**src/rtl/core/dltq_pkg.sv**
```systemverilog
// package for the delta-list timer queue
// types, codes and defaults shared by every module; depends on nothing
`timescale 1ns / 1ps

package dltq_pkg;

    localparam int DEF_NUM_TIMERS = 16;
    localparam int DEF_LOAD_BITS  = 16;

    localparam logic [1:0] FUNC_START = 2'd0;
    localparam logic [1:0] FUNC_STOP  = 2'd1;
    localparam logic [1:0] FUNC_TICK  = 2'd2;

    localparam logic [1:0] EVT_STARTED  = 2'd0;
    localparam logic [1:0] EVT_REJECTED = 2'd1;
    localparam logic [1:0] EVT_STOPPED  = 2'd2;
    localparam logic [1:0] EVT_EXPIRED  = 2'd3;

    typedef struct packed {
        logic [1:0]  func;
        logic [3:0]  timer_id;
        logic [15:0] load;
    } in_item_t;

    typedef struct packed {
        logic [3:0] event_timer;
        logic [1:0] event_code;
        logic       last_event;
    } out_item_t;

    typedef struct packed {
        logic       push;
        logic [3:0] push_id;
        logic       single;
        logic [3:0] single_id;
        logic [1:0] single_code;
        logic       drain;
    } evt_ctl_t;

    typedef struct packed {
        logic can_load;
        logic empty;
    } evt_stat_t;

    typedef enum logic [3:0] {
        S_IDLE,
        S_UL_CHK,
        S_UL_FOLD,
        S_INS_START,
        S_INS_CHK,
        S_INS_W1,
        S_INS_W2,
        S_TK_CHK,
        S_RESULT,
        S_DRAIN
    } state_t;

endpackage

```
**src/rtl/core/dltq_slot_mem.sv**
```systemverilog
// per-slot delta and link memories, one registered read port, one write port each
// depends on dltq_pkg
`timescale 1ns / 1ps

module dltq_slot_mem
    import dltq_pkg::*;
#(
    parameter int NUM_TIMERS = DEF_NUM_TIMERS,
    parameter int LOAD_BITS  = DEF_LOAD_BITS,
    localparam int IDX_W     = $clog2(NUM_TIMERS),
    localparam int LINK_W    = $clog2(NUM_TIMERS + 1)
)
(
    input  logic                 clk,
    input  logic                 rd_en,
    input  logic [IDX_W-1:0]     rd_addr,
    output logic [LOAD_BITS-1:0] rd_delta,
    output logic [LINK_W-1:0]    rd_link,
    input  logic                 dw_en,
    input  logic [IDX_W-1:0]     dw_addr,
    input  logic [LOAD_BITS-1:0] dw_data,
    input  logic                 lw_en,
    input  logic [IDX_W-1:0]     lw_addr,
    input  logic [LINK_W-1:0]    lw_data
);

    logic [LOAD_BITS-1:0] delta_mem [NUM_TIMERS];
    logic [LINK_W-1:0]    link_mem  [NUM_TIMERS];

    always_ff @(posedge clk)
    begin
        if (dw_en)
        begin
            delta_mem[dw_addr] <= dw_data;
        end
        if (rd_en)
        begin
            rd_delta <= delta_mem[rd_addr];
        end
    end

    always_ff @(posedge clk)
    begin
        if (lw_en)
        begin
            link_mem[lw_addr] <= lw_data;
        end
        if (rd_en)
        begin
            rd_link <= link_mem[rd_addr];
        end
    end

endmodule

```
**src/rtl/core/dltq_evt_queue.sv**
```systemverilog
// result register and expiry stack, drained newest first
// depends on dltq_pkg
`timescale 1ns / 1ps

module dltq_evt_queue
    import dltq_pkg::*;
#(
    parameter int NUM_TIMERS = DEF_NUM_TIMERS,
    localparam int IDX_W     = $clog2(NUM_TIMERS),
    localparam int CNT_W     = $clog2(NUM_TIMERS + 1)
)
(
    input  logic      clk,
    input  logic      rst_n,
    input  evt_ctl_t  ctl,
    output evt_stat_t stat,
    output logic      out_valid,
    input  logic      out_ready,
    output out_item_t out_data
);

    logic [3:0]       stk_mem [NUM_TIMERS];
    logic [CNT_W-1:0] cnt_reg;
    logic [CNT_W-1:0] cnt_next;
    logic [CNT_W-1:0] cnt_dec;
    logic             out_valid_reg;
    logic             out_valid_next;
    out_item_t        out_data_reg;
    logic             can_load;
    logic             pop;

    assign can_load  = !out_valid_reg || out_ready;
    assign cnt_dec   = cnt_reg - CNT_W'(1);
    assign pop       = ctl.drain && (cnt_reg != '0) && can_load;
    assign stat      = '{can_load: can_load, empty: (cnt_reg == '0)};
    assign out_valid = out_valid_reg;
    assign out_data  = out_data_reg;

    always_comb
    begin
        cnt_next       = cnt_reg;
        out_valid_next = out_valid_reg;
        if (out_ready)
        begin
            out_valid_next = 1'b0;
        end
        if (ctl.push)
        begin
            cnt_next = cnt_reg + CNT_W'(1);
        end
        else if (pop)
        begin
            cnt_next = cnt_dec;
        end
        if (pop || (ctl.single && can_load))
        begin
            out_valid_next = 1'b1;
        end
    end

    always_ff @(posedge clk or negedge rst_n)
    begin
        if (!rst_n)
        begin
            cnt_reg       <= '0;
            out_valid_reg <= 1'b0;
        end
        else
        begin
            cnt_reg       <= cnt_next;
            out_valid_reg <= out_valid_next;
        end
    end

    always_ff @(posedge clk)
    begin
        if (ctl.push)
        begin
            stk_mem[cnt_reg[IDX_W-1:0]] <= ctl.push_id;
        end
        if (pop)
        begin
            out_data_reg <= '{event_timer: stk_mem[cnt_dec[IDX_W-1:0]],
                              event_code:  EVT_EXPIRED,
                              last_event:  (cnt_reg == CNT_W'(1))};
        end
        else if (ctl.single && can_load)
        begin
            out_data_reg <= '{event_timer: ctl.single_id,
                              event_code:  ctl.single_code,
                              last_event:  1'b1};
        end
    end

endmodule

```
**src/rtl/core/delta_list_timer_queue.sv**
```systemverilog
// delta-list timer queue top: list-walk sequencer over the slot memories
// depends on dltq_pkg, dltq_slot_mem, dltq_evt_queue
// idle timer start rejected or stopped: straight to result; unlink and insert walk one slot per cycle
// one transaction at a time: in_ready is high only in idle, until the list walk is done
// tick: stacks expiring timers, then one result per cycle as the consumer takes them
// reset: all timers stopped and the list empty at once, no clearing pass
`timescale 1ns / 1ps

module delta_list_timer_queue
    import dltq_pkg::*;
#(
    parameter int NUM_TIMERS = DEF_NUM_TIMERS,
    parameter int LOAD_BITS  = DEF_LOAD_BITS
)
(
    input  logic      clk,
    input  logic      rst_n,
    input  logic      in_valid,
    output logic      in_ready,
    input  in_item_t  in_data,
    output logic      out_valid,
    input  logic      out_ready,
    output out_item_t out_data
);

    localparam int IDX_W  = $clog2(NUM_TIMERS);
    localparam int LINK_W = $clog2(NUM_TIMERS + 1);
    localparam logic [LINK_W-1:0] LINK_NULL = LINK_W'(NUM_TIMERS);

    state_t               state_reg, state_next;
    logic [NUM_TIMERS-1:0] run_reg, run_next;
    logic [LINK_W-1:0]    head_reg, head_next;
    logic [LINK_W-1:0]    cur_reg, cur_next;
    logic [LINK_W-1:0]    prev_reg, prev_next;
    logic [IDX_W-1:0]     slot_reg, slot_next;
    logic [LOAD_BITS-1:0] load_reg, load_next;
    logic [LOAD_BITS-1:0] sum_reg, sum_next;
    logic [LOAD_BITS-1:0] dlt_reg, dlt_next;
    logic                 stop_reg, stop_next;
    logic                 first_reg, first_next;
    logic [1:0]           code_reg, code_next;

    logic                 rd_en;
    logic [IDX_W-1:0]     rd_addr;
    logic [LOAD_BITS-1:0] rd_delta;
    logic [LINK_W-1:0]    rd_link;
    logic                 dw_en;
    logic [IDX_W-1:0]     dw_addr;
    logic [LOAD_BITS-1:0] dw_data;
    logic                 lw_en;
    logic [IDX_W-1:0]     lw_addr;
    logic [LINK_W-1:0]    lw_data;

    evt_ctl_t             evt_ctl;
    evt_stat_t            evt_stat;

    logic [IDX_W-1:0]     in_slot;
    logic [LOAD_BITS-1:0] in_load;
    logic [LOAD_BITS:0]   walk_sum;
    logic [LOAD_BITS-1:0] new_delta;
    logic                 expire;

    assign in_ready  = (state_reg == S_IDLE);
    assign in_slot   = IDX_W'(in_data.timer_id);
    assign in_load   = LOAD_BITS'(in_data.load);
    assign walk_sum  = {1'b0, sum_reg} + {1'b0, rd_delta};
    assign new_delta = load_reg - sum_reg;
    assign expire    = first_reg ? (rd_delta <= LOAD_BITS'(1)) : (rd_delta == '0);

    dltq_slot_mem #(
        .NUM_TIMERS (NUM_TIMERS),
        .LOAD_BITS  (LOAD_BITS)
    ) u_slot_mem (
        .clk      (clk),
        .rd_en    (rd_en),
        .rd_addr  (rd_addr),
        .rd_delta (rd_delta),
        .rd_link  (rd_link),
        .dw_en    (dw_en),
        .dw_addr  (dw_addr),
        .dw_data  (dw_data),
        .lw_en    (lw_en),
        .lw_addr  (lw_addr),
        .lw_data  (lw_data)
    );

    dltq_evt_queue #(
        .NUM_TIMERS (NUM_TIMERS)
    ) u_evt_queue (
        .clk       (clk),
        .rst_n     (rst_n),
        .ctl       (evt_ctl),
        .stat      (evt_stat),
        .out_valid (out_valid),
        .out_ready (out_ready),
        .out_data  (out_data)
    );

    always_comb
    begin
        state_next = state_reg;
        run_next   = run_reg;
        head_next  = head_reg;
        cur_next   = cur_reg;
        prev_next  = prev_reg;
        slot_next  = slot_reg;
        load_next  = load_reg;
        sum_next   = sum_reg;
        dlt_next   = dlt_reg;
        stop_next  = stop_reg;
        first_next = first_reg;
        code_next  = code_reg;
        rd_en      = 1'b0;
        rd_addr    = cur_reg[IDX_W-1:0];
        dw_en      = 1'b0;
        dw_addr    = cur_reg[IDX_W-1:0];
        dw_data    = rd_delta;
        lw_en      = 1'b0;
        lw_addr    = prev_reg[IDX_W-1:0];
        lw_data    = rd_link;
        evt_ctl    = '0;

        unique case (state_reg)
            S_IDLE:
            begin
                if (in_valid)
                begin
                    if (in_data.func == FUNC_TICK)
                    begin
                        if (head_reg != LINK_NULL)
                        begin
                            rd_en      = 1'b1;
                            rd_addr    = head_reg[IDX_W-1:0];
                            cur_next   = head_reg;
                            first_next = 1'b1;
                            state_next = S_TK_CHK;
                        end
                    end
                    else if ((in_data.func == FUNC_START || in_data.func == FUNC_STOP)
                             && (32'(in_data.timer_id) < NUM_TIMERS))
                    begin
                        slot_next = in_slot;
                        load_next = in_load;
                        stop_next = (in_data.func == FUNC_STOP);
                        if (run_reg[in_slot])
                        begin
                            rd_en      = 1'b1;
                            rd_addr    = head_reg[IDX_W-1:0];
                            cur_next   = head_reg;
                            prev_next  = LINK_NULL;
                            state_next = S_UL_CHK;
                        end
                        else if (in_data.func == FUNC_STOP)
                        begin
                            code_next  = EVT_STOPPED;
                            state_next = S_RESULT;
                        end
                        else if (in_load == '0)
                        begin
                            code_next  = EVT_REJECTED;
                            state_next = S_RESULT;
                        end
                        else
                        begin
                            state_next = S_INS_START;
                        end
                    end
                end
            end

            S_UL_CHK:
            begin
                if (cur_reg[IDX_W-1:0] == slot_reg)
                begin
                    run_next[slot_reg] = 1'b0;
                    if (prev_reg == LINK_NULL)
                    begin
                        head_next = rd_link;
                    end
                    else
                    begin
                        lw_en = 1'b1;
                    end
                    if (rd_link != LINK_NULL)
                    begin
                        rd_en      = 1'b1;
                        rd_addr    = rd_link[IDX_W-1:0];
                        dlt_next   = rd_delta;
                        cur_next   = rd_link;
                        state_next = S_UL_FOLD;
                    end
                    else if (stop_reg)
                    begin
                        code_next  = EVT_STOPPED;
                        state_next = S_RESULT;
                    end
                    else if (load_reg == '0)
                    begin
                        code_next  = EVT_REJECTED;
                        state_next = S_RESULT;
                    end
                    else
                    begin
                        state_next = S_INS_START;
                    end
                end
                else
                begin
                    rd_en     = 1'b1;
                    rd_addr   = rd_link[IDX_W-1:0];
                    prev_next = cur_reg;
                    cur_next  = rd_link;
                end
            end

            S_UL_FOLD:
            begin
                dw_en   = 1'b1;
                dw_data = rd_delta + dlt_reg;
                if (stop_reg)
                begin
                    code_next  = EVT_STOPPED;
                    state_next = S_RESULT;
                end
                else if (load_reg == '0)
                begin
                    code_next  = EVT_REJECTED;
                    state_next = S_RESULT;
                end
                else
                begin
                    state_next = S_INS_START;
                end
            end

            S_INS_START:
            begin
                sum_next  = '0;
                prev_next = LINK_NULL;
                cur_next  = head_reg;
                if (head_reg == LINK_NULL)
                begin
                    state_next = S_INS_W1;
                end
                else
                begin
                    rd_en      = 1'b1;
                    rd_addr    = head_reg[IDX_W-1:0];
                    state_next = S_INS_CHK;
                end
            end

            S_INS_CHK:
            begin
                if (walk_sum >= {1'b0, load_reg})
                begin
                    dlt_next   = rd_delta;
                    state_next = S_INS_W1;
                end
                else
                begin
                    sum_next  = walk_sum[LOAD_BITS-1:0];
                    prev_next = cur_reg;
                    cur_next  = rd_link;
                    if (rd_link == LINK_NULL)
                    begin
                        state_next = S_INS_W1;
                    end
                    else
                    begin
                        rd_en   = 1'b1;
                        rd_addr = rd_link[IDX_W-1:0];
                    end
                end
            end

            S_INS_W1:
            begin
                dw_en              = 1'b1;
                dw_addr            = slot_reg;
                dw_data            = new_delta;
                lw_en              = 1'b1;
                lw_addr            = slot_reg;
                lw_data            = cur_reg;
                run_next[slot_reg] = 1'b1;
                if (prev_reg == LINK_NULL)
                begin
                    head_next = LINK_W'(slot_reg);
                end
                state_next = S_INS_W2;
            end

            S_INS_W2:
            begin
                lw_en      = (prev_reg != LINK_NULL);
                lw_data    = LINK_W'(slot_reg);
                dw_en      = (cur_reg != LINK_NULL);
                dw_data    = dlt_reg - new_delta;
                code_next  = EVT_STARTED;
                state_next = S_RESULT;
            end

            S_TK_CHK:
            begin
                if (expire)
                begin
                    evt_ctl.push                    = 1'b1;
                    evt_ctl.push_id                 = 4'(cur_reg[IDX_W-1:0]);
                    run_next[cur_reg[IDX_W-1:0]]    = 1'b0;
                    first_next                      = 1'b0;
                    cur_next                        = rd_link;
                    if (rd_link == LINK_NULL)
                    begin
                        head_next  = LINK_NULL;
                        state_next = S_DRAIN;
                    end
                    else
                    begin
                        rd_en   = 1'b1;
                        rd_addr = rd_link[IDX_W-1:0];
                    end
                end
                else if (first_reg)
                begin
                    dw_en      = 1'b1;
                    dw_data    = rd_delta - LOAD_BITS'(1);
                    state_next = S_IDLE;
                end
                else
                begin
                    head_next  = cur_reg;
                    state_next = S_DRAIN;
                end
            end

            S_RESULT:
            begin
                if (evt_stat.can_load)
                begin
                    evt_ctl.single      = 1'b1;
                    evt_ctl.single_id   = 4'(slot_reg);
                    evt_ctl.single_code = code_reg;
                    state_next          = S_IDLE;
                end
            end

            S_DRAIN:
            begin
                evt_ctl.drain = 1'b1;
                if (evt_stat.empty)
                begin
                    state_next = S_IDLE;
                end
            end

            default:
            begin
                state_next = S_IDLE;
            end
        endcase
    end

    always_ff @(posedge clk or negedge rst_n)
    begin
        if (!rst_n)
        begin
            state_reg <= S_IDLE;
            run_reg   <= '0;
            head_reg  <= LINK_NULL;
        end
        else
        begin
            state_reg <= state_next;
            run_reg   <= run_next;
            head_reg  <= head_next;
        end
    end

    always_ff @(posedge clk)
    begin
        cur_reg   <= cur_next;
        prev_reg  <= prev_next;
        slot_reg  <= slot_next;
        load_reg  <= load_next;
        sum_reg   <= sum_next;
        dlt_reg   <= dlt_next;
        stop_reg  <= stop_next;
        first_reg <= first_next;
        code_reg  <= code_next;
    end

    // expiry stack is always drained before the next transaction
    a_idle_stack_empty: assert property (@(posedge clk) disable iff (!rst_n)
        (state_reg == S_IDLE) |-> evt_stat.empty)
        else $error("expiry stack not empty in idle");

    // an empty list leaves no timer marked running
    a_empty_list_none_running: assert property (@(posedge clk) disable iff (!rst_n)
        (state_reg == S_IDLE && head_reg == LINK_NULL) |-> (run_reg == '0))
        else $error("running timer with empty list");

    // only expiries come in groups
    a_nonlast_is_expiry: assert property (@(posedge clk) disable iff (!rst_n)
        (out_valid && !out_data.last_event) |-> (out_data.event_code == EVT_EXPIRED))
        else $error("non-final result that is not an expiry");

endmodule
```
**config.mk**
```make
export PLATFORM = sky130hd
export DESIGN_NAME = delta_list_timer_queue
export DESIGN_NICKNAME = d
export VERILOG_FILES = /design/src/rtl/core/dltq_pkg.sv /design/src/rtl/core/dltq_slot_mem.sv /design/src/rtl/core/dltq_evt_queue.sv /design/src/rtl/core/delta_list_timer_queue.sv
export SDC_FILE = /design/constraint.sdc
export NUM_CORES = 1
export LEC_CHECK = 0
export BUFFER_PORTS_ARGS = -buffer_cell sky130_fd_sc_hd__buf_4
export CORE_MARGIN = 3
export CORE_UTILIZATION = 42
export DETAILED_ROUTE_END_ITERATION = 10
export SLEW_MARGIN = 20
export SYNTH_ARGS = -nofsm -noshare
export SYNTH_HDL_FRONTEND = slang
export SYNTH_SLANG_ARGS = --single-unit
```
**constraint.sdc**
```tcl
create_clock -name clk -period 5.6 [get_ports clk]
set_input_delay 0.28 -clock clk [delete_from_list [all_inputs] [get_ports clk]]
set_output_delay 0.28 -clock clk [all_outputs]
set_load 0.01 [all_outputs]
```
==> results.md <==
* Routed WL per cell at 23.0 um
* Yosys top cell area share at 0.578
* Register area share after synthesis at 0.610
* Startpoint Class: register
* Multi-input gate area at 9570 um2
* IO Count at 35
* DR vias at 18038
* Leak at 10.4 nW
* Die X at 253 um
* Max cap viols at 0
* Number of global-route vias before repair at 17655
* Critical Path Max Stage Delay at 0.49 ns
* CP Capture Type: register
* Pins Over Slew Limit at 0
* Family with the most delay on the worst path: compound AO/OA/AOI/OAI gates
* Final hold viol count at 0
* Layout Cells excl Fill at 3005
* Worst R2R End: u_slot_mem.rd_delta[2]$_DFFE_PP_
* Critical path depth at 21
* GRT met3 Usage at 0.0310
* Grt met2 use at 0.340
* Crit-path slowest cell: or4_4
* Initial core utilization at 0.429
* CTS HTree Levels at 2
* First-pass GRT wire length at 105 mm
* Worst reg2reg setup slack at 0.09 ns
* Critical path cell sequence: ha_1 > fa_1 > a211oi_2 > o21ai_1 > a31oi_1 > nand2_1 > a21o_1 > a21oi_1 > xnor2_1 > ha_1 > a2111oi_4 > a31oi_4 > or4_4 > a31oi_1 > buf_4 > a211o_1 > nand2_1 > buf_4 > buf_4 > o2111ai_2 > nor3_2
* Net count after synthesis at 2179
* Top_reg_cell synth: edfxtp_1
* Met1 usage at 0.298
* Slew headroom at 0.217
* Max frequency at 181 MHz
* Library cells used by synthesis at 84
* Crit path DAT at 5.86 ns
* Worst-path fanout max at 12
* EDFF count, synth at 492
* Status: finished clean
* Placed cells at 2870
* Syn. warnings at 0
* Worst setup path endpoint: u_slot_mem.rd_delta[2]$_DFFE_PP_
* Share of cells above drive strength 1 at 0.144
* Synth cell count leaders: edfxtp_1 (492), nand2_1 (174), o21ai_0 (152)
* Filler Cell Count at 5073
* Biggest register: u_slot_mem.delta_mem
* Largest net degree at the start of global routing at 64
* Period utilization at 0.984
* Worst Setup SP: u_slot_mem.rd_delta[0]$_DFFE_PP_
* Die height at 253 um
* CP dominant cell by count: buf_4
* Initial DRC count at 1949
* Worst-Margin Slew at 1.16 ns
* Peak VDD IR at 0.464 mV
* DRC at 0
* Worst Hold Class: input port to register
* Total GRT Usage at 0.212
* Post-DRT Antenna Nets at 0
* Synth top area cells: edfxtp_1 (58%), ha_1 (3.4%), o21ai_0 (3.0%), dfrtp_1 (2.9%), nand2_1 (2.6%)
* TritonCTS Sinks at 525
* Final Routed Wirelength at 69.0 mm
* Storage cell area at 15600 um2
* Antenna violations before repair at 0
* RSZ-0062 raised after global routing: true
* Final HPWL DP at 45.7 mm
* Core ar. at 59600 um2
* Worst R2R Path Depth at 21
* Worst r2r src: u_slot_mem.rd_delta[0]$_DFFE_PP_
* Synth Cell Area at 25600 um2
* Final setup violation count at 0
* Ant diodes at 0
* Crit path kind: register to register
* Post-Syn Instances at 2081
* Synthesized area per cell at 12.3 um2
* Most common cell in the netlist: edfxtp_1
* CP Buf/Inv Count at 3
* Port Buffers at 34
* Minimum clock period at 5.51 ns
* Std-Cell Rows at 89
* Setup TNS at 0 ns
* Synth Register Bits at 525
* Root Buffer: clkbuf_16
* CTS tree: yes
* Grt peak-use layer: met2
* Worst path required time at 5.95 ns
* Async SR Flop Fraction at 0.0590
* CTS clk-pin slew, worst paths at 0.06 ns
* First drt pass iteration count at 6
* Area growth syn-to-layout at 15.6%
* Grt ovf at 0
* Die area at 63900 um2
* Final GP Congestion at 0.940
* Clock Skew at 0.0219 ns
* Max reg flops at 256
* Worst skew pair latency at 0.63 ns
* Cell Pwr Density at 705 nW/um2
* Cell accounting for the most synthesized area: edfxtp_1
* Clock buffer count from CTS at 55
* CTS max path bufs at 3
* Final nets at 2285
* Via density per instance at 6.00
[layer usage]
layer,share of wire,vias to the layer above
met1,0.44,8895
li1,-,8266
met2,0.46,758
met5,0,-
met4,0.027,0
met3,0.069,119
[cell usage in the layout (no fill, tap or decap), drive strengths merged, types with 25 or more instances in the layout]
cell type,netlist,final
edfxtp,492,492
nand2,175,175
o21ai,155,155
nor2,146,146
buf,25,140
a21oi,77,77
nand3,76,76
clkbuf,88,75
nor3,74,74
nand4,69,69
ha,69,69
inv,66,68
mux2i,58,58
a32o,42,42
xnor2,38,38
a31oi,36,36
dfrtp,30,30
mux2,28,28
and2,25,25
[final cells by class]
| cell class | instances | share of cell area |
|---|---|---|
| Timing Repair Buffer | 162 | 0.0510 |
| Sequential cell | 525 | 0.527 |
| Clock inverter | 28 | 0.00673 |
| Inverter | 66 | 0.00838 |
| Multi-Input combinational cell | 1377 | 0.324 |
| Clock buffer | 74 | 0.0500 |
| Tap cell | 773 | 0.0327 |
[stage by stage]
| stage | setup slack (ns) | instance area (um2) | power [mW] | utilization | hold slack, ns |
|---|---|---|---|---|---|
| 3_3_place_gp | -0.269 | 27300 | 16.6 | 0.458 | 0.254 |
| 2_1_floorplan | 0.570 | 25600 | 12.9 | - | -0.0156 |
| 3_5_place_dp | -0.378 | 27300 | 16.8 | 0.458 | 0.260 |
| 4_1_cts | 0.0289 | 29300 | 20.5 | 0.492 | 0.0622 |
| 5_1_grt | -0.0662 | 29600 | 22.0 | 0.496 | 0.0962 |
| 6_report | 0.0902 | 29600 | 20.8 | 0.496 | 0.0983 |
[power breakdown]
part / switching, mW / internal, mW / leakage [nW] / total, mW
Clock: 1.51 / 1.86 / 0.805 / 3.37
Sequential: 0.500 / 5.90 / 4.91 / 6.40
Combinational: 6.85 / 4.22 / 4.66 / 11.1
[what timing repair did]
action / 4_1_cts / 5_1_grt
cloned: 1 / 1
buffers inserted: 2 / 6
resized for setup: 15 / 19
endpoints found under the hold margin: 51 / 0
setup endpoints to repair: 21 / 35
hold buffers: 21 / 0
pin swaps: 3 / 3
[cell families after synthesis]
logic type | share of synthesized area
AO/OA/AOI/OAI | 0.124
flip-flops | 0.610
adder cells (fa/ha/maj) | 0.0361
XOR/XNOR | 0.0212
AND/OR/NAND/NOR | 0.128
buffers and inverters | 0.0278
multiplexers | 0.0526
[how the worst min path moves through the flow]
stage                           start  cells after the start  slack [ns]                      end
after global placement          rst_n                      1        0.25  run_reg[13]$_DFFE_PN0P_
final                     in_data[21]                      2         0.1       stop_reg$_DFFE_PP_
after detailed placement        rst_n                      1        0.26   run_reg[9]$_DFFE_PN0P_
after global routing      in_data[21]                      2         0.1       stop_reg$_DFFE_PP_
after CTS                 in_data[21]                      2        0.06       stop_reg$_DFFE_PP_
after floorplan                 rst_n                      0       -0.02  head_reg[0]$_DFFE_PN0P_
No activity file was read; power rests on OpenSTA's default activity.
